`src/rtl/core/gmd_pkg.sv`:
```
// shared types, constants and widths of the grid min-distance keypoint filter
`timescale 1ns / 1ps
`default_nettype none
package gmd_pkg;

  localparam int GRID_COLS_MAX = 64;
  localparam int GRID_ROWS_MAX = 64;
  localparam int COL_W = (GRID_COLS_MAX > 1) ? $clog2(GRID_COLS_MAX) : 1;
  localparam int ROW_W = (GRID_ROWS_MAX > 1) ? $clog2(GRID_ROWS_MAX) : 1;

  localparam int COORD_W = 16;
  localparam int DIM_W   = 13;
  localparam int CELL_W  = 8;
  localparam int ID_W    = 32;
  localparam int CFG_IDX_W = 2;

  localparam logic [DIM_W-1:0]  WIDTH_RESET  = DIM_W'(640);
  localparam logic [DIM_W-1:0]  HEIGHT_RESET = DIM_W'(480);
  localparam logic [CELL_W-1:0] CELL_RESET   = CELL_W'(10);

  // iterative divider: four lanes share one divisor
  localparam int DIV_LANES  = 4;
  localparam int LANE_X     = 0;
  localparam int LANE_Y     = 1;
  localparam int LANE_W     = 2;
  localparam int LANE_H     = 3;
  localparam int QUOT_W     = DIM_W;
  localparam int DIV_STEPS  = QUOT_W;
  localparam int STEP_CNT_W = $clog2(DIV_STEPS + 1);

  localparam int QDEPTH = 2;
  localparam int QPTR_W = (QDEPTH > 1) ? $clog2(QDEPTH) : 1;

  typedef enum logic {
    CMD_FRAME = 1'b0,
    CMD_KEY   = 1'b1
  } cmd_t;

  typedef enum logic [CFG_IDX_W-1:0] {
    REG_IMAGE_WIDTH  = 2'd0,
    REG_IMAGE_HEIGHT = 2'd1,
    REG_CELL_PIXELS  = 2'd2
  } cfg_reg_t;

  typedef enum logic [1:0] {
    KIND_FRAME  = 2'd0,
    KIND_REJECT = 2'd1,
    KIND_PROBE  = 2'd2
  } kind_t;

  typedef struct packed {
    kind_t            kind;
    logic [ROW_W-1:0] row;
    logic [COL_W-1:0] col;
  } entry_t;

  typedef logic [DIV_LANES-1:0][QUOT_W-1:0] lanes_t;

endpackage
`default_nettype wire

```
`src/rtl/core/gmd_back.sv`:
```
// back end: occupancy read-modify-write, id counter and result register
`timescale 1ns / 1ps
`default_nettype none
module gmd_back (
  input  wire logic                      clk,
  input  wire logic                      rst,
  input  wire gmd_pkg::entry_t           head,
  input  wire logic                      empty,
  output logic                           pop,
  output logic                           out_valid,
  input  wire logic                      out_ready,
  output logic                           accepted,
  output logic [gmd_pkg::ID_W-1:0]       feature_id
);

  typedef enum logic {
    ST_IDLE,
    ST_LOOK
  } state_t;

  state_t                                  state;
  logic [gmd_pkg::GRID_COLS_MAX-1:0]       mem [gmd_pkg::GRID_ROWS_MAX];
  logic [gmd_pkg::GRID_COLS_MAX-1:0]       rd_data;
  logic [gmd_pkg::GRID_COLS_MAX-1:0]       row_bits;
  logic [gmd_pkg::GRID_COLS_MAX-1:0]       wr_data;
  logic [gmd_pkg::GRID_ROWS_MAX-1:0]       row_valid;
  logic [gmd_pkg::ROW_W-1:0]               look_row;
  logic [gmd_pkg::COL_W-1:0]               look_col;
  logic [gmd_pkg::ID_W-1:0]                id_counter;
  logic [gmd_pkg::ID_W-1:0]                id_next;
  logic                                    occupied;
  logic                                    mem_we;

  assign pop = (state == ST_IDLE) && !empty && (!out_valid || out_ready);

  // a row not written since the last frame start reads as empty
  assign row_bits = row_valid[look_row] ? rd_data : '0;
  assign occupied = row_bits[look_col];
  assign wr_data  = row_bits | (gmd_pkg::GRID_COLS_MAX'(1) << look_col);
  assign mem_we   = (state == ST_LOOK) && !occupied;
  assign id_next  = id_counter + gmd_pkg::ID_W'(1);

  always_ff @(posedge clk) begin
    if (mem_we) begin
      mem[look_row] <= wr_data;
    end
    rd_data <= mem[head.row];
  end

  always_ff @(posedge clk) begin
    if (rst) begin
      state      <= ST_IDLE;
      row_valid  <= '0;
      id_counter <= '0;
      out_valid  <= 1'b0;
      accepted   <= 1'b0;
      feature_id <= '0;
    end else begin
      if (out_ready) begin
        out_valid <= 1'b0;
      end
      case (state)
        ST_IDLE: begin
          if (pop) begin
            case (head.kind)
              gmd_pkg::KIND_FRAME: begin
                row_valid  <= '0;
                out_valid  <= 1'b1;
                accepted   <= 1'b0;
                feature_id <= '0;
              end
              gmd_pkg::KIND_PROBE: begin
                look_row <= head.row;
                look_col <= head.col;
                state    <= ST_LOOK;
              end
              default: begin
                out_valid  <= 1'b1;
                accepted   <= 1'b0;
                feature_id <= '0;
              end
            endcase
          end
        end
        ST_LOOK: begin
          out_valid <= 1'b1;
          if (occupied) begin
            accepted   <= 1'b0;
            feature_id <= '0;
          end else begin
            row_valid[look_row] <= 1'b1;
            id_counter          <= id_next;
            accepted            <= 1'b1;
            feature_id          <= id_next;
          end
          state <= ST_IDLE;
        end
        default: begin
          state <= ST_IDLE;
        end
      endcase
    end
  end

`ifndef ASSERT_OFF
  a_look_gives_beat: assert property (@(posedge clk) disable iff (rst)
    (state == ST_LOOK) |=> (state == ST_IDLE) && out_valid)
    else $error("occupancy lookup did not produce a result beat");

  a_kept_id_matches: assert property (@(posedge clk) disable iff (rst)
    (out_valid && accepted) |-> (feature_id == id_counter))
    else $error("kept keypoint id differs from id counter");

  a_rejected_id_zero: assert property (@(posedge clk) disable iff (rst)
    (out_valid && !accepted) |-> (feature_id == '0))
    else $error("rejected beat carries a nonzero id");
`endif

endmodule
`default_nettype wire

```
`config.mk`:
```
export PLATFORM = sky130hd
export DESIGN_NAME = gmd_back
export DESIGN_NICKNAME = d
export VERILOG_FILES = /design/src/rtl/core/gmd_pkg.sv /design/src/rtl/core/gmd_back.sv
export SDC_FILE = /design/constraint.sdc
export NUM_CORES = 2
export LEC_CHECK = 0
export ABC_AREA = 1
export BUFFER_PORTS_ARGS = -buffer_cell sky130_fd_sc_hd__buf_2
export CAP_MARGIN = 20
export CORE_MARGIN = 2
export CORE_UTILIZATION = 40
export CTS_CLUSTER_DIAMETER = 200
export DETAILED_ROUTE_END_ITERATION = 10
export PLACE_DENSITY = 0.57
export SYNTH_ARGS = -nofsm -noshare
export SYNTH_HDL_FRONTEND = slang
export SYNTH_SLANG_ARGS = --single-unit
```
`constraint.sdc`:
```
create_clock -name clk -period 10.95 [get_ports clk]
set_clock_uncertainty 0.05 [all_clocks]
set_input_delay 2.7375 -clock clk [delete_from_list [all_inputs] [get_ports clk]]
set_output_delay 2.7375 -clock clk [all_outputs]
set_load 0.02 [all_outputs]
```
==> metrics.md <==
| Metric | Value |
|---|---|
| Area growth from synthesis to layout | 12.7% |
| Synthesized netlist cell count | 13200 |
| TNS Setup | 0 ps |
| Share of the synthesized area in the top cell type | 0.733 |
| Via count | 112000 |
| #FFs+latches synth | 4303 |
| Util after Layout | 0.452 |
| Avg Cell Area, Syn | 12.8 µm² |
| GRT Residual Overflow | 0 |
| Worst-Skew Late Latency | 1020 ps |
| Drt total wl | 522000 µm |
| CTS Buffer Depth | 4 |
| Synth unique cells | 35 |
| Post-synth top flop | edfxtp_1 |
| Mapped Nets | 13200 |
| Reg2reg end | mem[4][23]$_DFFE_PP_ |
| Starting density of the core | 0.401 |
| Largest fanout on the critical path | 104 |
| Fillers | 37200 |
| Tmin final | 6770 ps |
| 1st-iter DRT viols | 14600 |
| Type of the worst min-delay path | register to register |
| Drt first pass iters | 6 |
| Max-slew violations | 0 |
| Wire length per cell | 27.6 µm |
| Asr flop ratio synth | 0 |
| Clock Power Share | 0.424 |
| Int Pwr | 26500 µW |
| Top-count cell post-synth | edfxtp_1 |
| Core outline area | 420000 µm² |
| Status | complete, no violations |
| Post-DP HPWL | 272000 µm |
| Largest net degree at the start of global routing | 183 |
| CTS root buf | clkbuf_16 |
| Sequential cell area fraction in the yosys report | 0.756 |
| CP required | 11480 ps |
| Antenna violations before repair | 22 |
| Number of global-route vias before repair | 103000 |
| Row count | 238 |
| Sequential power share | 0.528 |
| Resize count post-CTS | 0 |
| GRT Util Overall | 0.237 |
| Multi-input logic area | 37800 µm² |
| Start point of the critical path | look_row[0]$_DFFE_PP_ |
| Switching pwr | 7610 µW |
| Worst reg-to-reg path cell count | 24 |
| Chip Width | 653 µm |
| Post-route DRC violation count | 0 |
| DR vias/cell | 5.91 |
| RSZ-0062 raised after global routing | no |
| CTS Buf Count | 437 |
| Routability congestion estimate from global placement | 0.874 |
| Maximum vdd ir drop | 154 µV |
| Post-synth EDFFs | 4108 |
| Num Clock Sinks | 4303 |
| R2R setup slack | 4180 ps |
| Post-synth top cells | edfxtp_1 (4108), nor2_1 (2886), o21ai_0 (2713) |
| WP data arrival | 7300 ps |
| Top post-synthesis cells by area | edfxtp_1 (73%), o21ai_0 (8.1%), nor2_1 (6.4%) |
| Ys Warns | 0 |
| Register area | 127000 µm² |
| Final period util | 0.618 |
| Count of input and output buffers | 52 |
| PwrDens | 180 nW/µm² |
| Fmax | 0.148 GHz |
| Die Area | 426000 µm² |
| Slew margin rel. | 0.276 |
| Comb pwr share | 0.048 |
| Final Setup Violations | 0 |
| Cell area after synthesis | 168000 µm² |
| Worst r2r src | look_row[0]$_DFFE_PP_ |
| H-tree depth | 5 |
| Share of layout cells above drive strength 1 | 0.0866 |
| Yosys top cell by area | edfxtp_1 |
| Clk slew on worst S/H paths | 60 ps |
| Tightest Pin Transition | 1090 ps |
| Setup crit end | mem[4][23]$_DFFE_PP_ |
| CP Class | register to register |
| First-pass GRT wire length | 745000 µm |
| Max Cap Viol | 0 |
| Startpoint class of the critical path | register |
| Count of final hold-check violations | 0 |
| IO Count | 53 |
| Setup repair bufs after CTS | 0 |
| Switching share of power | 0.223 |
| Leak pwr | 0.0594 µW |
| Chip Height | 653 µm |
| Final ANT Viol Nets | 0 |
| Post-CTS Hold Buffers | 0 |
| Final nets | 13000 |
| CTS tree | yes |
| Critical Path Sink Type | register |
==> logic make-up after synthesis <==
logic type	synth area share
simple gates	0.0814
flops	0.756
compound gates	0.136
buf+inv	0.0264
fa+ha+maj	0.0000743
xor+xnor	0.000520
==> layout by cell type (no fill, tap or decap), types with 10 or more instances in the layout <==
cell       synthesis  final
a21oi_1          132    132
buf_12             0     45
buf_2             24     46
buf_4              8    292
bufinv_16          0     22
clkbuf_1         932    125
clkbuf_16          0    444
clkbuf_8           0     33
clkinv_1           5     69
clkinv_2           0     81
dfxtp_1          195    195
edfxtp_1        4108   4108
inv_1            140    136
inv_6              0     10
nand2_1          332    330
nand3_1          107    107
nand4_1           74     74
nor2_1          2886   2885
nor3_1            82     17
nor3_2             1     66
o21ai_0         2713   2648
o21ai_4            0     65
o22ai_1         1281   1281
o32ai_1           63     63
==> registers in the layout, indices dropped and copies added (netlist names) <==
| name | cells |
|---|---|
| rd_data | 64 |
| row_valid | 64 |
| accepted | 1 |
| state | 1 |
| id_counter | 32 |
| mem | 4096 |
| feature_id | 32 |
| look_row | 6 |
| look_col | 6 |
| out_valid | 1 |
==> worst max-delay path, cell delays in order (launching register included) <==
cell	delay (ps)
edfxtp_1	330
buf_4	400
inv_4	230
nand2_1	110
nand2_1	60
nand2_1	70
nand2_1	60
nand2_1	50
nand2_1	70
nand2_1	50
nand2_1	40
nor2_1	280
nand2_8	350
nand2_1	360
nor2_1	70
nor2_1	100
nand3_1	80
nand3_1	100
nand3_1	140
nand3_2	160
nand3_4	420
buf_4	520
nor3_2	220
buf_4	620
buf_4	870
==> power groups by stage <==
| stage | clock, µW | sequential, µW | combinational, µW |
|---|---|---|---|
| after global placement | 0 | 18400 | 1600 |
| after floorplan | 0 | 18300 | 1020 |
| after global routing | 15300 | 18000 | 1760 |
| final | 14500 | 18000 | 1630 |
| after detailed placement | 0 | 18400 | 1610 |
| after CTS | 14700 | 18000 | 1610 |
==> metrics by stage <==
stage | hold WS (ps) | power (µW) | instances | setup WS, ps | cell area [µm²]
2_1_floorplan | 379 | 19300 | 13200 | 3530 | 168000
3_3_place_gp | 389 | 20000 | 18100 | 4420 | 176000
3_5_place_dp | 390 | 20000 | 18100 | 4440 | 176000
4_1_cts | 400 | 34300 | 18900 | 4390 | 190000
5_1_grt | 412 | 35000 | 18900 | 3800 | 190000
6_report | 400 | 34100 | 18900 | 4180 | 190000
==> worst min-delay path by stage <==
stage | startpoint | slack (ps) | cells past startpoint | end
2_1_floorplan | row_valid[14]$_SDFFE_PP0P_ | 380 | 2 | row_valid[14]$_SDFFE_PP0P_
3_3_place_gp | row_valid[15]$_SDFFE_PP0P_ | 390 | 2 | row_valid[15]$_SDFFE_PP0P_
5_1_grt | row_valid[42]$_SDFFE_PP0P_ | 410 | 2 | row_valid[42]$_SDFFE_PP0P_
6_report | row_valid[9]$_SDFFE_PP0P_ | 400 | 2 | row_valid[9]$_SDFFE_PP0P_
3_5_place_dp | row_valid[42]$_SDFFE_PP0P_ | 390 | 2 | row_valid[42]$_SDFFE_PP0P_
4_1_cts | row_valid[42]$_SDFFE_PP0P_ | 400 | 2 | row_valid[42]$_SDFFE_PP0P_
==> area by class of cell <==
class | instances | share of cell area
flip-flops and latches | 4303 | 0.671
multi-input cells | 7722 | 0.199
clock buffers | 603 | 0.0635
well taps | 5520 | 0.0364
repair buffers | 388 | 0.0179
clock inverters | 201 | 0.00898
inverters | 148 | 0.00317
diodes | 8 | 0.000106
==> layer usage <==
layer | wire [µm] | global-route usage
met1 | 217000 | 0.336
met2 | 242000 | 0.379
met3 | 45000 | 0.0332
met4 | 17700 | 0.0737
met5 | 15 | 0
Power figures use the tool's default switching activity.
