===== config.mk =====
export PLATFORM = sky130hd
export DESIGN_NAME = gmd_queue
export DESIGN_NICKNAME = d
export VERILOG_FILES = /design/src/rtl/core/gmd_pkg.sv /design/src/rtl/core/gmd_queue.sv
export SDC_FILE = /design/constraint.sdc
export NUM_CORES = 1
export LEC_CHECK = 0
export ABC_AREA = 1
export BUFFER_PORTS_ARGS = -buffer_cell sky130_fd_sc_hd__buf_2
export CAP_MARGIN = 20
export CORE_MARGIN = 4
export CORE_UTILIZATION = 50
export CTS_CLUSTER_DIAMETER = 50
export DETAILED_ROUTE_END_ITERATION = 8
export PLACE_DENSITY = 0.77
export SKIP_LAST_GASP = 1
export SLEW_MARGIN = 20
export SYNTH_ARGS = -nofsm -noshare
export SYNTH_HDL_FRONTEND = slang
export SYNTH_SLANG_ARGS = --single-unit

===== constraint.sdc =====
create_clock -name clk -period 3.5 [get_ports clk]
set_clock_uncertainty 0.2 [all_clocks]
set_input_delay 0.35 -clock clk [delete_from_list [all_inputs] [get_ports clk]]
set_output_delay 0.35 -clock clk [all_outputs]
set_load 0.005 [all_outputs]

===== src/rtl/core/gmd_pkg.sv =====
// shared types, constants and widths of the grid min-distance keypoint filter
`timescale 1ns / 1ps
`default_nettype none
package gmd_pkg;

  localparam int GRID_COLS_MAX = 64;
  localparam int GRID_ROWS_MAX = 64;
  localparam int COL_W = (GRID_COLS_MAX > 1) ? $clog2(GRID_COLS_MAX) : 1;
  localparam int ROW_W = (GRID_ROWS_MAX > 1) ? $clog2(GRID_ROWS_MAX) : 1;

  localparam int COORD_W = 16;
  localparam int DIM_W   = 13;
  localparam int CELL_W  = 8;
  localparam int ID_W    = 32;
  localparam int CFG_IDX_W = 2;

  localparam logic [DIM_W-1:0]  WIDTH_RESET  = DIM_W'(640);
  localparam logic [DIM_W-1:0]  HEIGHT_RESET = DIM_W'(480);
  localparam logic [CELL_W-1:0] CELL_RESET   = CELL_W'(10);

  // iterative divider: four lanes share one divisor
  localparam int DIV_LANES  = 4;
  localparam int LANE_X     = 0;
  localparam int LANE_Y     = 1;
  localparam int LANE_W     = 2;
  localparam int LANE_H     = 3;
  localparam int QUOT_W     = DIM_W;
  localparam int DIV_STEPS  = QUOT_W;
  localparam int STEP_CNT_W = $clog2(DIV_STEPS + 1);

  localparam int QDEPTH = 2;
  localparam int QPTR_W = (QDEPTH > 1) ? $clog2(QDEPTH) : 1;

  typedef enum logic {
    CMD_FRAME = 1'b0,
    CMD_KEY   = 1'b1
  } cmd_t;

  typedef enum logic [CFG_IDX_W-1:0] {
    REG_IMAGE_WIDTH  = 2'd0,
    REG_IMAGE_HEIGHT = 2'd1,
    REG_CELL_PIXELS  = 2'd2
  } cfg_reg_t;

  typedef enum logic [1:0] {
    KIND_FRAME  = 2'd0,
    KIND_REJECT = 2'd1,
    KIND_PROBE  = 2'd2
  } kind_t;

  typedef struct packed {
    kind_t            kind;
    logic [ROW_W-1:0] row;
    logic [COL_W-1:0] col;
  } entry_t;

  typedef logic [DIV_LANES-1:0][QUOT_W-1:0] lanes_t;

endpackage
`default_nettype wire


===== src/rtl/core/gmd_queue.sv =====
// short queue of classified entries between front and back
`timescale 1ns / 1ps
`default_nettype none
module gmd_queue (
  input  wire logic             clk,
  input  wire logic             rst,
  input  wire logic             push,
  input  wire gmd_pkg::entry_t  din,
  output logic                  full,
  input  wire logic             pop,
  output gmd_pkg::entry_t       head,
  output logic                  empty
);

  gmd_pkg::entry_t              slots [gmd_pkg::QDEPTH];
  logic [gmd_pkg::QPTR_W-1:0]   wr_ptr;
  logic [gmd_pkg::QPTR_W-1:0]   rd_ptr;
  logic [gmd_pkg::QPTR_W:0]     count;

  assign full  = (count == (gmd_pkg::QPTR_W+1)'(gmd_pkg::QDEPTH));
  assign empty = (count == '0);
  assign head  = slots[rd_ptr];

  always_ff @(posedge clk) begin
    if (push) begin
      slots[wr_ptr] <= din;
    end
  end

  always_ff @(posedge clk) begin
    if (rst) begin
      wr_ptr <= '0;
      rd_ptr <= '0;
      count  <= '0;
    end else begin
      if (push) begin
        wr_ptr <= (wr_ptr == gmd_pkg::QPTR_W'(gmd_pkg::QDEPTH - 1)) ? '0
                : wr_ptr + gmd_pkg::QPTR_W'(1);
      end
      if (pop) begin
        rd_ptr <= (rd_ptr == gmd_pkg::QPTR_W'(gmd_pkg::QDEPTH - 1)) ? '0
                : rd_ptr + gmd_pkg::QPTR_W'(1);
      end
      if (push && !pop) begin
        count <= count + (gmd_pkg::QPTR_W+1)'(1);
      end else if (pop && !push) begin
        count <= count - (gmd_pkg::QPTR_W+1)'(1);
      end
    end
  end

endmodule
`default_nettype wire


==> impl_metrics.py, run 1 <==
metrics = {
    "outcome": {
        "status": "finished, final reports clean",
    },
    "worst_setup_path": {
        "startpoint_type": "flop",
        "slowest_stage": "dfxtp_1",
        "path_class": "flop to output pin",
        "crit_path_max_incr_delay_ns": 0.70,
        "critPathArrivalTime_ns": 1.55,
        "endpoint_kind": "output pin",
        "path_cells": "mux2_2, buf_2",
        "critPathRequiredTime_ns": 2.95,
        "crit_path_max_fanout": 14,
    },
    "cts": {
        "clock-root-buffer": "clkbuf_4",
        "clkTransAtPathRegs_ns": 0.09,
        "htreeDepth": 2,
        "post_cts_buffers": 0,
        "hold_buffers": 0,
        "numCtsBuffers": 5,
        "clock_path_buffers": 2,
        "clock_sinks": 33,
        "clock_latency_ns": 0.31,
        "cts_tree": "yes",
        "post_cts_resize_count": 0,
    },
    "power_and_ir_drop": {
        "ir_drop_v": 0.000321,
        "clkPwrFrac_pct": 25.3,
        "comb_power_share_pct": 11.2,
        "powerDensity_nw_per_um2": 494,
        "seqPwrFrac_pct": 63.5,
        "switchingPower_uw": 155,
        "p_leak_uw": 0.000607,
        "swShare_pct": 21.2,
        "p_int_uw": 576,
        "p_total_uw": 731,
    },
    "placed_design": {
        "dp_hpwl_mm": 1.46,
        "pre_cts_ws_ns": 1.72,
        "port_buffers": 33,
        "gp_congestion": 0.713,
    },
    "run": {
        "drv_cap": 0,
    },
    "die": {
        "num_rows": 17,
        "boundaryPins": 34,
        "die_w_um": 57.7,
        "placeableCoreArea_um2": 2280,
        "dieArea_um2": 3330,
        "start_util_pct": 54.3,
        "die_h_um": 57.7,
    },
    "sta": {
        "worst_slew_pin_slew_ns": 0.589,
        "max_freq_ghz": 0.477,
        "slew_headroom_pct": 60.7,
        "layout_min_cycle_time_ns": 2.10,
        "report.final.slew_viol_count": 0,
        "tns_ns": 0,
        "setup_ws_ns": 1.40,
        "setup_viol_count_final": 0,
        "hold_viol_final": 0,
        "rsz0062_at_grt": "no",
        "min_period_over_period_pct": 59.9,
    },
    "final_layout": {
        "utilization_pct": 65.1,
        "layout-drive-gt1-share_pct": 45.3,
        "fin_nets": 135,
        "n_antenna_cell": 0,
        "area_growth_pct": 19.8,
    },
    "grt": {
        "grt_pass1_vias": 759,
        "grt_usage_pct": 13.2,
        "grt.overflow.total": 0,
        "antenna_found_initial": 0,
        "grt_pass1_wl_mm": 3.17,
        "grt_max_degree": 16,
    },
    "synthesis": {
        "synthDistinctLibCells": 14,
        "syn-mean-instance-area_um2": 16.3,
        "syn_inst": 76,
        "yosysWarnings": 0,
        "synth_nets": 95,
        "netlist_area_um2": 1240,
        "yosysSeqAreaShare_pct": 76.1,
        "ys_ff_latch": 33,
    },
    "detailed_routing": {
        "vias_per_cell": 4.88,
        "dr.first_iter.drc_count": 9,
        "ant_nets": 0,
        "firstDrtPassIters": 4,
        "routed_wirelength_mm": 1.95,
        "num_vias": 708,
        "drc": 0,
        "routedWlPerCell_um": 13.5,
    },
    "min_path": {
        "hold_path.class": "primary input to flop",
    },
}
-- cell type report --
cell class / instances / area [µm²]
fill: 169 / 795
inverter: 9 / 33.8
multi-input combinational: 33 / 250
sequential: 33 / 941
clock buffer: 8 / 48.8
tap: 28 / 35.0
timing repair buffer: 34 / 173
-- cell families after synthesis --
logic type                 count (synthesis)  share of synthesized area, %
AOI/OAI and AO/OA                          2                         0.809
DFF                                       33                          76.1
buffers and inverters                     10                          3.64
and+or+nand+nor                           15                          4.96
xor gates and xnor gates                   1                         0.709
muxes                                     14                          12.8
adders and majority gates                  1                          1.01
-- per-stage QoR --
step           hold WS (ns)  cell area (µm²)  cells
6_report             0.0198             1480    145
4_1_cts              0.0112             1480    145
3_5_place_dp          0.317             1430    137
2_1_floorplan         0.222             1240     76
5_1_grt             0.00757             1480    145
3_3_place_gp          0.300             1430    137
-- worst paths after layout --
check	startpoint	to	slack (ns)	depth (start not counted)
min	din[13]	slots[1][13]$_DFFE_PP_	0.02	1
max	flop	head[2]	1.40	2
min reg2reg	wr_ptr$_SDFFE_PP0P_	wr_ptr$_SDFFE_PP0P_	0.33	2
max reg2reg	wr_ptr$_SDFFE_PP0P_	slots[1][5]$_DFFE_PP_	2.10	2
-- placed cells by master (no fill, tap or decap), drive strengths merged --
master	synthesis	routed
mux2	14	14
nand4	1	1
nor3	1	1
inv	9	9
nor2	7	7
o21ai	1	1
nand3	1	1
buf	1	34
dfxtp	5	5
xnor2	1	1
nand2	5	5
edfxtp	28	28
a21oi	1	1
clkbuf	0	8
ha	1	1
-- synthesized netlist by cell type --
cell type | number | share of area (%)
a21oi_1 | 1 | 0.40
buf_6 | 1 | 0.91
dfxtp_1 | 5 | 8.1
edfxtp_1 | 28 | 68
ha_1 | 1 | 1.0
inv_1 | 9 | 2.7
mux2_2 | 14 | 13
nand2_1 | 5 | 1.5
nand3_1 | 1 | 0.40
nand4_1 | 1 | 0.51
nor2_1 | 7 | 2.1
nor3_1 | 1 | 0.40
o21ai_0 | 1 | 0.40
xnor2_1 | 1 | 0.71
-- routing by layer --
metal,wire (µm),vias up,GRT usage [%],share of wire [%]
met5,0,-,0,0
met4,44,0,5.96,2.3
met3,141,5,5.57,7.2
met2,1090,20,25.6,56
met1,679,333,11.3,35
li1,-,350,-,-
-- state kept, by name, indices dropped and copies added (netlist names), named ones only --
| register | cells |
|---|---|
| slots | 28 |
| count | 2 |
| rd_ptr | 1 |
| wr_ptr | 1 |
-- critical path: cells and delay by family, from the launching register on --
kind | cells | cell delay, ns
mux | 1 | 0.40
flops | 1 | 0.70
buf+inv | 1 | 0.13
-- power groups by stage --
stage | clock network [µW] | logic [µW] | registers [µW]
after global placement | 0 | 80.6 | 472
after CTS | 192 | 84.6 | 465
final | 185 | 82.3 | 464
after floorplan | 0 | 50.1 | 467
after global routing | 212 | 92.4 | 467
after detailed placement | 0 | 84.3 | 474
Note: power is estimated with default switching activity, not from simulation.
==> run 2, diff against run 1 <==
clock period = 2.1 ns   (was 3.5 ns; I/O delays follow)
==> run 2 against run 1 <==
Effect of this change: clock-buffer cell count unchanged; first-iteration DRC count up 120%; flip-flop and latch count unchanged; routed wire length up 13%; combinational power up 100%; clock power up 70%; setup slack worse by 1.3 ns; critical path depth unchanged; critical path type unchanged; design area up 13%; total power up 72%.
==> impl_metrics.py, run 2 (synthesis results as in run 1) <==
metrics = {
    "power_and_ir_drop": {
        "ir_drop_v": 0.000616,
        "clkPwrFrac_pct": 25.0,
        "comb_power_share_pct": 13.3,
        "p_leak_uw": 0.000688,
        "swShare_pct": 21.6,
        "seqPwrFrac_pct": 61.7,
        "switchingPower_uw": 271,
        "p_int_uw": 985,
        "powerDensity_nw_per_um2": 752,
    },
    "final_layout": {
        "area_growth_pct": 35.0,
        "layout_commonest_cell": "buf_2",
        "top_regs": "slots: 28 flops, count: 2 flops",
        "regMostFlops": "slots",
        "n_antenna_cell": 0,
        "utilization_pct": 73.3,
        "final_cell_mix": "buf_2 (33), edfxtp_1 (28), dlygate4sd3_1 (18), mux2_2 (14), inv_1 (9)",
        "fin_nets": 154,
        "layout-drive-gt1-share_pct": 39.7,
        "largest_register_ffs": 28,
    },
    "worst_setup_path": {
        "path_cells": "mux2_2, buf_2",
        "critPathTopFamily": "flip-flops",
        "critPathArrivalTime_ns": 1.56,
        "path_class": "flop to output pin",
        "slowest_stage": "dfxtp_1",
        "startpoint_type": "flop",
        "r2r-start": "rd_ptr$_SDFFE_PP0P_",
        "path_buf_inv": 1,
        "endpoint_kind": "output pin",
        "crit_path_max_fanout": 14,
        "reg2reg_depth": 3,
        "regToRegSetupSlack_ns": 0.66,
        "critPathRequiredTime_ns": 1.69,
        "crit_path_max_incr_delay_ns": 0.71,
    },
    "die": {
        "start_util_pct": 54.3,
        "boundaryPins": 34,
        "die_w_um": 57.7,
        "die_h_um": 57.7,
        "placeableCoreArea_um2": 2280,
        "num_rows": 17,
        "dieArea_um2": 3330,
    },
    "detailed_routing": {
        "ant_nets": 0,
        "routed_wirelength_mm": 2.21,
        "firstDrtPassIters": 4,
        "drc": 0,
        "routedWlPerCell_um": 13.5,
        "vias_per_cell": 4.82,
        "num_vias": 790,
        "dr.first_iter.drc_count": 20,
    },
    "run": {
        "drv_cap": 0,
    },
    "placed_design": {
        "pre_cts_ws_ns": 0.452,
        "gp_congestion": 0.686,
        "port_buffers": 33,
        "dp_hpwl_mm": 1.51,
    },
    "sta": {
        "rsz0062_at_grt": "no",
        "setup_viol_count_final": 0,
        "slew_headroom_pct": 60.4,
        "layout_min_cycle_time_ns": 1.97,
        "setup_ws_ns": 0.131,
        "worst_slew_pin_slew_ns": 0.593,
        "tns_ns": 0,
        "min_period_over_period_pct": 93.8,
        "report.final.slew_viol_count": 0,
        "hold_viol_final": 0,
        "max_freq_ghz": 0.508,
    },
    "cts": {
        "clock_path_buffers": 2,
        "clkTransAtPathRegs_ns": 0.09,
        "clock-root-buffer": "clkbuf_4",
        "post_cts_resize_count": 0,
        "clock_latency_ns": 0.31,
        "clock_sinks": 33,
        "numCtsBuffers": 5,
        "htreeDepth": 2,
        "cts_tree": "yes",
    },
    "min_path": {
        "hold_path.class": "flop to flop",
        "whs_path_depth": 2,
        "min_to": "wr_ptr$_SDFFE_PP0P_",
        "holdCritStartpoint": "wr_ptr$_SDFFE_PP0P_",
    },
    "grt": {
        "antenna_found_initial": 0,
        "grt_pass1_wl_mm": 3.61,
        "grt.overflow.total": 0,
        "grt_pass1_vias": 805,
        "grt_max_degree": 16,
        "grt_usage_pct": 15.0,
    },
    "outcome": {
        "status": "finished, final reports clean",
    },
}
==> run 2: cell count changes in the layout (fill, tap and decap cells not counted) <==
| cell | delta |
|---|---|
| buf_4 | +1 |
| dlygate4sd3_1 | +18 |
==> run 2: repair_timing <==
action	CTS	global route
buffers inserted	0	0
endpoints found under the hold margin	33	0
hold buffers	18	0
==> run 2: layout make-up <==
| type | count | area, µm² |
|---|---|---|
| Fill cell | 165 | 607 |
| Tap cell | 28 | 35.0 |
| Timing Repair Buffer | 53 | 360 |
| Clock buffer | 8 | 48.8 |
| Sequential cell | 33 | 941 |
| Multi-Input combinational cell | 33 | 250 |
| Inverter | 9 | 33.8 |
==> run 2: how the worst max path moves through the flow <==
stage	from	endpoint	slack (ns)	cells after the start
2_1_floorplan	wr_ptr$_SDFFE_PP0P_	slots[0][0]$_DFFE_PP_	0.58	1
3_3_place_gp	flop	head[9]	0.46	2
3_5_place_dp	flop	head[9]	0.45	2
4_1_cts	flop	head[9]	0.1	2
5_1_grt	flop	head[1]	0.03	2
6_report	flop	head[4]	0.13	2
==> run 2: tightest hold or removal path: stages, from the launching register on <==
cell and delay [ns]:
dfxtp_1 0.33, nor2_1 0.10, nor3_1 0.05
==> run 2: through the flow <==
step	instances	power (µW)	instance area, µm²	hold WS, ns
CTS	164	1270	1670	0.329
floorplan	76	862	1240	0.0824
global placement	138	923	1440	0.199
detailed placement	138	932	1440	0.202
global route	164	1330	1670	0.359
finish	164	1260	1670	0.322
==> run 2: layer usage <==
layer  GRT usage, %  part of all wire, %  vias to the layer above
met5              0                    0                        -
met4           9.27                  1.9                        0
met3           5.35                  6.4                        5
met2           24.7                   52                       25
met1           16.5                   39                      367
li1               -                    -                      393
==> run 2: power by group through the flow <==
stage	combinational (µW)	clock [µW]	sequential, µW
floorplan	83.5	0	779
global placement	137	0	787
detailed placement	141	0	790
CTS	169	323	775
global route	186	360	780
finish	167	314	775
