==> src/rtl/core/gmd_pkg.sv <==
// shared types, constants and widths of the grid min-distance keypoint filter
`timescale 1ns / 1ps
`default_nettype none
package gmd_pkg;

  localparam int GRID_COLS_MAX = 64;
  localparam int GRID_ROWS_MAX = 64;
  localparam int COL_W = (GRID_COLS_MAX > 1) ? $clog2(GRID_COLS_MAX) : 1;
  localparam int ROW_W = (GRID_ROWS_MAX > 1) ? $clog2(GRID_ROWS_MAX) : 1;

  localparam int COORD_W = 16;
  localparam int DIM_W   = 13;
  localparam int CELL_W  = 8;
  localparam int ID_W    = 32;
  localparam int CFG_IDX_W = 2;

  localparam logic [DIM_W-1:0]  WIDTH_RESET  = DIM_W'(640);
  localparam logic [DIM_W-1:0]  HEIGHT_RESET = DIM_W'(480);
  localparam logic [CELL_W-1:0] CELL_RESET   = CELL_W'(10);

  // iterative divider: four lanes share one divisor
  localparam int DIV_LANES  = 4;
  localparam int LANE_X     = 0;
  localparam int LANE_Y     = 1;
  localparam int LANE_W     = 2;
  localparam int LANE_H     = 3;
  localparam int QUOT_W     = DIM_W;
  localparam int DIV_STEPS  = QUOT_W;
  localparam int STEP_CNT_W = $clog2(DIV_STEPS + 1);

  localparam int QDEPTH = 2;
  localparam int QPTR_W = (QDEPTH > 1) ? $clog2(QDEPTH) : 1;

  typedef enum logic {
    CMD_FRAME = 1'b0,
    CMD_KEY   = 1'b1
  } cmd_t;

  typedef enum logic [CFG_IDX_W-1:0] {
    REG_IMAGE_WIDTH  = 2'd0,
    REG_IMAGE_HEIGHT = 2'd1,
    REG_CELL_PIXELS  = 2'd2
  } cfg_reg_t;

  typedef enum logic [1:0] {
    KIND_FRAME  = 2'd0,
    KIND_REJECT = 2'd1,
    KIND_PROBE  = 2'd2
  } kind_t;

  typedef struct packed {
    kind_t            kind;
    logic [ROW_W-1:0] row;
    logic [COL_W-1:0] col;
  } entry_t;

  typedef logic [DIV_LANES-1:0][QUOT_W-1:0] lanes_t;

endpackage
`default_nettype wire

==> src/rtl/core/gmd_div.sv <==
// four-lane restoring divider, one quotient bit per cycle
`timescale 1ns / 1ps
`default_nettype none
module gmd_div (
  input  wire logic                        clk,
  input  wire logic                        rst,
  input  wire logic                        start,
  input  wire logic [gmd_pkg::CELL_W-1:0]  divisor,
  input  wire gmd_pkg::lanes_t             dividend,
  output logic                             done,
  output gmd_pkg::lanes_t                  quotient
);

  logic [gmd_pkg::CELL_W-1:0]                               dsr;
  gmd_pkg::lanes_t                                          quo;
  gmd_pkg::lanes_t                                          quo_next;
  logic [gmd_pkg::DIV_LANES-1:0][gmd_pkg::CELL_W-1:0]       rem;
  logic [gmd_pkg::DIV_LANES-1:0][gmd_pkg::CELL_W-1:0]       rem_next;
  logic [gmd_pkg::DIV_LANES-1:0][gmd_pkg::CELL_W:0]         rem_sh;
  logic [gmd_pkg::DIV_LANES-1:0]                            fits;
  logic [gmd_pkg::STEP_CNT_W-1:0]                           count;

  always_comb begin
    for (int i = 0; i < gmd_pkg::DIV_LANES; i++) begin
      rem_sh[i]   = {rem[i], quo[i][gmd_pkg::QUOT_W-1]};
      fits[i]     = rem_sh[i] >= {1'b0, dsr};
      rem_next[i] = fits[i] ? gmd_pkg::CELL_W'(rem_sh[i] - {1'b0, dsr})
                            : rem_sh[i][gmd_pkg::CELL_W-1:0];
      quo_next[i] = {quo[i][gmd_pkg::QUOT_W-2:0], fits[i]};
    end
  end

  always_ff @(posedge clk) begin
    if (rst) begin
      count <= '0;
      done  <= 1'b0;
    end else begin
      done <= 1'b0;
      if (start) begin
        dsr   <= divisor;
        quo   <= dividend;
        rem   <= '0;
        count <= gmd_pkg::STEP_CNT_W'(gmd_pkg::DIV_STEPS);
      end else if (count != '0) begin
        rem   <= rem_next;
        quo   <= quo_next;
        count <= count - gmd_pkg::STEP_CNT_W'(1);
        done  <= (count == gmd_pkg::STEP_CNT_W'(1));
      end
    end
  end

  assign quotient = quo;

endmodule
`default_nettype wire

==> src/rtl/core/gmd_front.sv <==
// front end: accepts beats, range checks, divides to a grid cell, classifies
`timescale 1ns / 1ps
`default_nettype none
module gmd_front (
  input  wire logic                               clk,
  input  wire logic                               rst,
  input  wire logic                               in_valid,
  output logic                                    in_ready,
  input  wire logic                               command,
  input  wire logic signed [gmd_pkg::COORD_W-1:0] key_x,
  input  wire logic signed [gmd_pkg::COORD_W-1:0] key_y,
  input  wire logic [gmd_pkg::DIM_W-1:0]          image_width,
  input  wire logic [gmd_pkg::DIM_W-1:0]          image_height,
  input  wire logic [gmd_pkg::CELL_W-1:0]         cell_pixels,
  output logic                                    push,
  output gmd_pkg::entry_t                         entry,
  input  wire logic                               full
);

  typedef enum logic [1:0] {
    ST_IDLE,
    ST_DIVIDE,
    ST_PUSH
  } state_t;

  state_t                       state;
  logic                         in_range;
  logic                         hit;
  logic                         div_start;
  logic                         div_done;
  logic [gmd_pkg::CELL_W-1:0]   divisor;
  gmd_pkg::lanes_t              dividend;
  gmd_pkg::lanes_t              quot;

  assign in_ready = (state == ST_IDLE);

  assign in_range = !key_x[gmd_pkg::COORD_W-1] && !key_y[gmd_pkg::COORD_W-1] &&
    ({{(gmd_pkg::COORD_W-gmd_pkg::DIM_W){1'b0}}, image_width} > $unsigned(key_x)) &&
    ({{(gmd_pkg::COORD_W-gmd_pkg::DIM_W){1'b0}}, image_height} > $unsigned(key_y));

  assign div_start = in_valid && in_ready &&
                     (gmd_pkg::cmd_t'(command) == gmd_pkg::CMD_KEY) && in_range;

  assign divisor = (cell_pixels == '0) ? gmd_pkg::CELL_W'(1) : cell_pixels;

  always_comb begin
    dividend                  = '0;
    dividend[gmd_pkg::LANE_X] = key_x[gmd_pkg::DIM_W-1:0];
    dividend[gmd_pkg::LANE_Y] = key_y[gmd_pkg::DIM_W-1:0];
    dividend[gmd_pkg::LANE_W] = image_width;
    dividend[gmd_pkg::LANE_H] = image_height;
  end

  gmd_div u_div (
    .clk      (clk),
    .rst      (rst),
    .start    (div_start),
    .divisor  (divisor),
    .dividend (dividend),
    .done     (div_done),
    .quotient (quot)
  );

  assign hit = (quot[gmd_pkg::LANE_X] < quot[gmd_pkg::LANE_W]) &&
               (quot[gmd_pkg::LANE_Y] < quot[gmd_pkg::LANE_H]) &&
               (quot[gmd_pkg::LANE_X] < gmd_pkg::QUOT_W'(gmd_pkg::GRID_COLS_MAX)) &&
               (quot[gmd_pkg::LANE_Y] < gmd_pkg::QUOT_W'(gmd_pkg::GRID_ROWS_MAX));

  assign push = (state == ST_PUSH) && !full;

  always_ff @(posedge clk) begin
    if (rst) begin
      state <= ST_IDLE;
    end else begin
      case (state)
        ST_IDLE: begin
          if (in_valid) begin
            entry.row <= '0;
            entry.col <= '0;
            if (gmd_pkg::cmd_t'(command) == gmd_pkg::CMD_FRAME) begin
              entry.kind <= gmd_pkg::KIND_FRAME;
              state      <= ST_PUSH;
            end else if (!in_range) begin
              entry.kind <= gmd_pkg::KIND_REJECT;
              state      <= ST_PUSH;
            end else begin
              state <= ST_DIVIDE;
            end
          end
        end
        ST_DIVIDE: begin
          if (div_done) begin
            entry.kind <= hit ? gmd_pkg::KIND_PROBE : gmd_pkg::KIND_REJECT;
            entry.row  <= quot[gmd_pkg::LANE_Y][gmd_pkg::ROW_W-1:0];
            entry.col  <= quot[gmd_pkg::LANE_X][gmd_pkg::COL_W-1:0];
            state      <= ST_PUSH;
          end
        end
        ST_PUSH: begin
          if (!full) begin
            state <= ST_IDLE;
          end
        end
        default: begin
          state <= ST_IDLE;
        end
      endcase
    end
  end

`ifndef ASSERT_OFF
  a_done_in_divide: assert property (@(posedge clk) disable iff (rst)
    div_done |-> (state == ST_DIVIDE))
    else $error("divider finished outside the divide state");
`endif

endmodule
`default_nettype wire

==> config.mk <==
export PLATFORM = sky130hd
export DESIGN_NAME = gmd_front
export DESIGN_NICKNAME = d
export VERILOG_FILES = /design/src/rtl/core/gmd_pkg.sv /design/src/rtl/core/gmd_div.sv /design/src/rtl/core/gmd_front.sv
export SDC_FILE = /design/constraint.sdc
export NUM_CORES = 1
export LEC_CHECK = 0
export BUFFER_PORTS_ARGS = -buffer_cell sky130_fd_sc_hd__buf_2
export CORE_MARGIN = 2
export CORE_UTILIZATION = 25
export DETAILED_ROUTE_END_ITERATION = 10
export MAX_ROUTING_LAYER = met4
export PLACE_DENSITY = 0.4
export SETUP_SLACK_MARGIN = 0.1
export SYNTH_ARGS = -nofsm -noshare
export SYNTH_HDL_FRONTEND = slang
export SYNTH_HIERARCHICAL = 1
export SYNTH_SLANG_ARGS = --single-unit
export TNS_END_PERCENT = 10
==> constraint.sdc <==
create_clock -name clk -period 20.8 [get_ports clk]
set_clock_uncertainty 0.1 [all_clocks]
set_input_delay 5.2 -clock clk [delete_from_list [all_inputs] [get_ports clk]]
set_output_delay 5.2 -clock clk [all_outputs]
set_load 0.01 [all_outputs]
==> reports/metrics.yaml, run 1 <==
core_region_area_um2: 31390
finalHoldWorstSlack_ns: 0.4228
stdcell_count: 1225
grtUsageTotal: 0.1315
grt_pass1_vias: 5968
max_stage_delay_ns: 0.14
slowest_stage: "buf_2"
worst_pin_slew_ns: 0.9597
synth_area_leaders: "edfxtp_1 40%, ha_1 13%, mux2_2 7.4%"
fmax_mhz: 92.18
rsz0062_at_grt: "false"
min_path_type: "reg2reg"
clk_latency_ns: 0.42
num_vias: 5851
cp.arrival_ns: 5.55
layout_min_cycle_time_ns: 10.85
slew_violations: 0
setup_viol_count_final: 0
worstPathMaxFanout: 2
cts.sink_count: 113
cts-buffers-inserted: 17
ys_warn_count: 6
syn_inst: 722
p_sw_frac: 0.3732
n_fill_cell: 3318
via_per_inst: 4.776
internal_power_w: 0.0007619
leakagePower_nw: 3.730
dpl_cell_area_um2: 8818
path_cells: "buf_2, nor2_1, buf_2"
hpwl_um: 15040
synth_top_cell_by_area: "edfxtp_1"
power.net_switching_w: 0.0004537
port_buffers: 86
dp.cells: 1194
fin_tns_setup_ns: 0
final_cell_area_um2: 9388
cts_tree: "built"
rows: 65
drtIter0Drc: 323
dieArea_um2: 33180
clockBufferDepth: 2
ctsHtreeMaxLevel: 4
ant_nets: 0
synth_edf_count: 106
ir_worst_vdd_v: 0.00006239
crit_path_start_kind: "primary input"
period_share: 0.5215
endpoint_kind: "output pin"
grt_pass1_wl_um: 32990
root_buffer: "clkbuf_16"
preCtsSetupSlack_ns: 9.967
syn2layout_area_growth_pct: 18.33
grt_remaining_overflow: 0
place_congestion: 0.7752
grt_antenna_before_repair: 1
io_pins: 87
sequentialPowerShare: 0.341
path_class: "in2out"
dr.pass1.iters: 5
post_cts_resized: 0
syn-num-nets: 881
finalHoldViolCount: 0
crit_buf_inv: 2
relSlewSlack: 0.3602
avgRoutedWirePerCell_um: 16.86
cts_hold_buf: 0
syn-mean-instance-area_um2: 10.99
yosysSeqAreaShare: 0.4189
status: "complete, no violations"
async_reset_ff_frac: 0
drive_gt1_frac: 0.2494
power_frac_comb: 0.421
remaining_drc_errors: 0
die_w_um: 182.1
clkPwrFrac: 0.238
synth_top_area_share: 0.4012
routed_wl_um: 20660
path_common_cell: "buf_2"
setup_ws_ns: 9.952
final_nets: 970
maxCapViolCount: 0
path_clk_slew_ns: 0.06
critPathTopFamily: "buffers and inverters"
post_cts_buffers: 0
synth_top_flop_cell: "edfxtp_1"
synthesis.area_um2: 7934
grt_max_degree: 66
synth_seq_cells: 113
start_util: 0.2527
yosysUniqueCellTypes: 62
p_per_area_nw_per_um2: 129.5
crit_required_ns: 15.50
die-height_um: 182.1
[worst min-delay path, stage by stage, from the launching register on]
cell,delay [ns]
dfxtp_1,0.32
nor2_1,0.09
a2111oi_0,0.06
[sequential cells by signal (all words and copies together) (netlist names)]
name and count:
u_div/done 1, state 2, entry 14, u_div/count 4
u_div/rem 32, u_div/quotient 52, u_div/dsr 8
[cell usage in the layout (no fill, tap or decap), drive strengths merged, types with 9 or more instances in the layout]
master | synthesis | routed
nor2b | 19 | 19
mux2 | 52 | 52
buf | 5 | 88
nand2 | 20 | 20
ha | 84 | 84
clkbuf | 13 | 17
a211oi | 18 | 18
nor2 | 25 | 25
a21oi | 55 | 55
nand3 | 31 | 31
inv | 74 | 75
edfxtp | 106 | 106
o21ai | 30 | 30
and2 | 17 | 17
a21o | 9 | 9
nor3 | 25 | 25
and3 | 9 | 9
[metrics by stage]
step	utilization	power, W
after floorplan	-	0.0008052
after global placement	0.2809	0.0009366
after detailed placement	0.2809	0.0009343
after CTS	0.2990	0.001230
after global routing	0.2990	0.001310
final	0.2990	0.001216
[synth_stat cells (14+ instances only)]
cell type and count:
a211oi_1 14, a21oi_1 51, and2_1 17, edfxtp_1 106
ha_1 84, inv_1 74, mux2_2 52, nand2_1 19
nand3_1 31, nor2_1 25, nor2b_1 19, nor3_1 20
o21ai_0 30
[final cells by class]
| type | count | area [µm²] | area share |
|---|---|---|---|
| clock inverter | 13 | 141.4 | 0.01506 |
| timing repair buffer | 88 | 445.4 | 0.04745 |
| multi-input combinational | 517 | 4269 | 0.4548 |
| tap | 402 | 503.0 | 0.05358 |
| antenna | 1 | 2.502 | 0.0002666 |
| sequential | 113 | 3323 | 0.3540 |
| inverter | 74 | 277.8 | 0.02959 |
| clock buffer | 17 | 425.4 | 0.04532 |
[logic make-up (layout without fill, tap and decap cells)]
| kind of cell | count (synthesis) | count (layout) | synth area share |
|---|---|---|---|
| compound gates | 187 | 187 | 0.1837 |
| simple gates | 184 | 184 | 0.1300 |
| flops | 113 | 113 | 0.4189 |
| buf+inv | 92 | 192 | 0.04432 |
| fa+ha+maj | 88 | 88 | 0.1426 |
| mux | 53 | 53 | 0.07507 |
| xor+xnor | 5 | 5 | 0.005519 |
| other cells | 0 | 1 | 0 |
[power groups by stage]
stage	logic [W]	clock network (W)	registers (W)
6_report	0.000512	0.000289	0.000415
5_1_grt	0.000577	0.000307	0.000426
3_5_place_dp	0.000513	0	0.000421
3_3_place_gp	0.000515	0	0.000422
4_1_cts	0.000516	0.000297	0.000416
2_1_floorplan	0.000399	0	0.000406
[worst paths after layout]
| path | end | slack, ns | cells past startpoint | startpoint |
|---|---|---|---|---|
| max | push | 9.95 | 3 | full |
| min | u_div/count[1] | 0.42 | 2 | u_div/count[1] |
| max reg2reg | u_div/quotient[0] | 16.69 | 9 | state[0] |
| min reg2reg | u_div/count[1] | 0.42 | 2 | u_div/count[1] |
[per-layer routing]
metal | up-vias | share of wire | GRT usage
li1 | 2944 | - | -
met5 | - | 0 | -
met2 | 110 | 0.46 | 0.2064
met4 | 0 | 0.0073 | 0.02710
met3 | 8 | 0.028 | 0.02574
met1 | 2789 | 0.51 | 0.1765
No activity file was read; power rests on OpenSTA's default activity.
==> run 2: changes to the inputs <==
clock period = 10.55 ns   (was 20.8 ns; I/O delays follow)
==> reports/metrics.yaml, run 2 (synthesized netlist as in run 1, its figures left out) <==
status: "complete, no violations"
period_share: 0.5910
grt_antenna_before_repair: 3
rows: 65
path_class: "in2reg"
core_region_area_um2: 31390
final_common_cell: "edfxtp_1"
fin_total_pwr_w: 0.002455
n_fill_cell: 3275
ant_nets: 0
top_usage_layer: "met2"
port_buffers: 86
cts_tree: "built"
die-height_um: 182.1
dp.cells: 1194
slowest_stage: "nor2_4"
min_path_type: "reg2reg"
crit_path_start_kind: "primary input"
start_util: 0.2527
num_vias: 5873
fmax_mhz: 160.4
cts_hold_buf: 0
layout_min_cycle_time_ns: 6.235
stdcell_count: 1228
grt_remaining_overflow: 0
final_nets: 970
grt_pass1_wl_um: 33730
routed_wl_um: 20880
root_buffer: "clkbuf_16"
preCtsSetupSlack_ns: 3.813
crit_required_ns: 10.50
dieArea_um2: 33180
met1_usage: 0.1785
post_cts_resized: 0
syn2layout_area_growth_pct: 19.07
place_congestion: 0.7378
worstPathMaxFanout: 54
path_cells: "buf_2, inv_1, ha_1, nand2_1, or3_2, a21oi_1, a2111oi_0, nor3_2, and2_4, nor2_1, nor2_4, buf_4"
hpwl_um: 15530
drtIter0Drc: 339
die_w_um: 182.1
clockBufferDepth: 2
grt_max_degree: 74
startpoint: "key_y[11]"
ctsHtreeMaxLevel: 4
maxCapViolCount: 0
leakagePower_nw: 3.769
largest_register_ffs: 52
grt_util_met2: 0.2118
crit_buf_inv: 3
rsz0062_at_grt: "false"
final_cell_mix: "106 x edfxtp_1, 86 x buf_2, 84 x ha_1, 74 x inv_1, 52 x mux2_2"
clk_latency_ns: 0.42
ir_worst_vdd_v: 0.0001107
fin_tns_setup_ns: 0
via_per_inst: 4.783
avgRoutedWirePerCell_um: 17.00
grtUsageMet3: 0.02475
critPathTopFamily: "simple AND/OR/NAND/NOR gates"
grtUsageTotal: 0.1350
cp.arrival_ns: 6.18
worstHoldStart: "u_div/count[1]"
max_stage_delay_ns: 0.74
remaining_drc_errors: 0
dr.pass1.iters: 5
setup_viol_count_final: 0
endpoint_kind: "flip-flop"
relSlewSlack: 0.3401
grt_pass1_vias: 6013
cts-buffers-inserted: 17
io_pins: 87
setup_ws_ns: 4.315
post_cts_buffers: 0
slew_violations: 0
p_per_area_nw_per_um2: 259.8
cts.sink_count: 113
path_clk_slew_ns: 0.05
timing.rr.start: "state[0]"
finalHoldViolCount: 0
drive_gt1_frac: 0.2454
worst_pin_slew_ns: 0.9898
-- run 2: cell types whose count changed in the layout (fill, tap and decap cells not counted) --
cell / delta
inv_6: -1
clkinv_2: +1
clkinv_1: +4
diode_2: +2
clkinvlp_4: -4
bufinv_16: +3
clkinv_4: -2
-- run 2: area by class of cell --
cell class,instances,area (µm²),share of cell area
clock inverters,14,195.2,0.02066
clock buffers,17,425.4,0.04503
repair buffers,88,445.4,0.04715
multi-input cells,517,4269,0.4519
inverters,74,277.8,0.02940
flip-flops and latches,113,3323,0.3518
diodes,3,7.507,0.0007947
well taps,402,503.0,0.05324
-- run 2: report_power, final --
| part | switching [W] | internal (W) | leakage, nW | total (W) |
|---|---|---|---|---|
| Clock | 0.000212 | 0.000412 | 0.300 | 0.000625 |
| Combinational | 0.000573 | 0.000437 | 2.42 | 0.00101 |
| Sequential | 0.0000987 | 0.000722 | 1.05 | 0.000820 |
| Total | 0.000884 | 0.00157 | 3.77 | 0.00245 |
-- run 2: path summary, 6_finish.rpt --
path	end	slack, ns	depth (start not counted)
max	u_div/quotient[12]	4.31	12
min	u_div/count[1]	0.42	2
max reg2reg	u_div/quotient[12]	6.59	9
min reg2reg	u_div/count[1]	0.42	2
-- run 2: metrics by stage --
| step | instance area (µm²) | util | hold WS, ns |
|---|---|---|---|
| after global placement | 8818 | 0.2809 | 0.4046 |
| after CTS | 9439 | 0.3007 | 0.4168 |
| final | 9447 | 0.3009 | 0.4215 |
| after detailed placement | 8818 | 0.2809 | 0.4096 |
| after floorplan | 7934 | - | 0.3806 |
| after global routing | 9447 | 0.3009 | 0.4342 |
-- run 2: layer usage --
metal  routed length [µm]  up-vias
met3                  760       12
met1                10210     2810
met4                  210        0
li1                     -     2947
met5                    0        -
met2                 9701      104
-- run 2: worst min-delay path, cell delays in order (launching register included) --
cell and delay (ns):
dfxtp_1 0.31, nor2_1 0.09, a2111oi_0 0.06
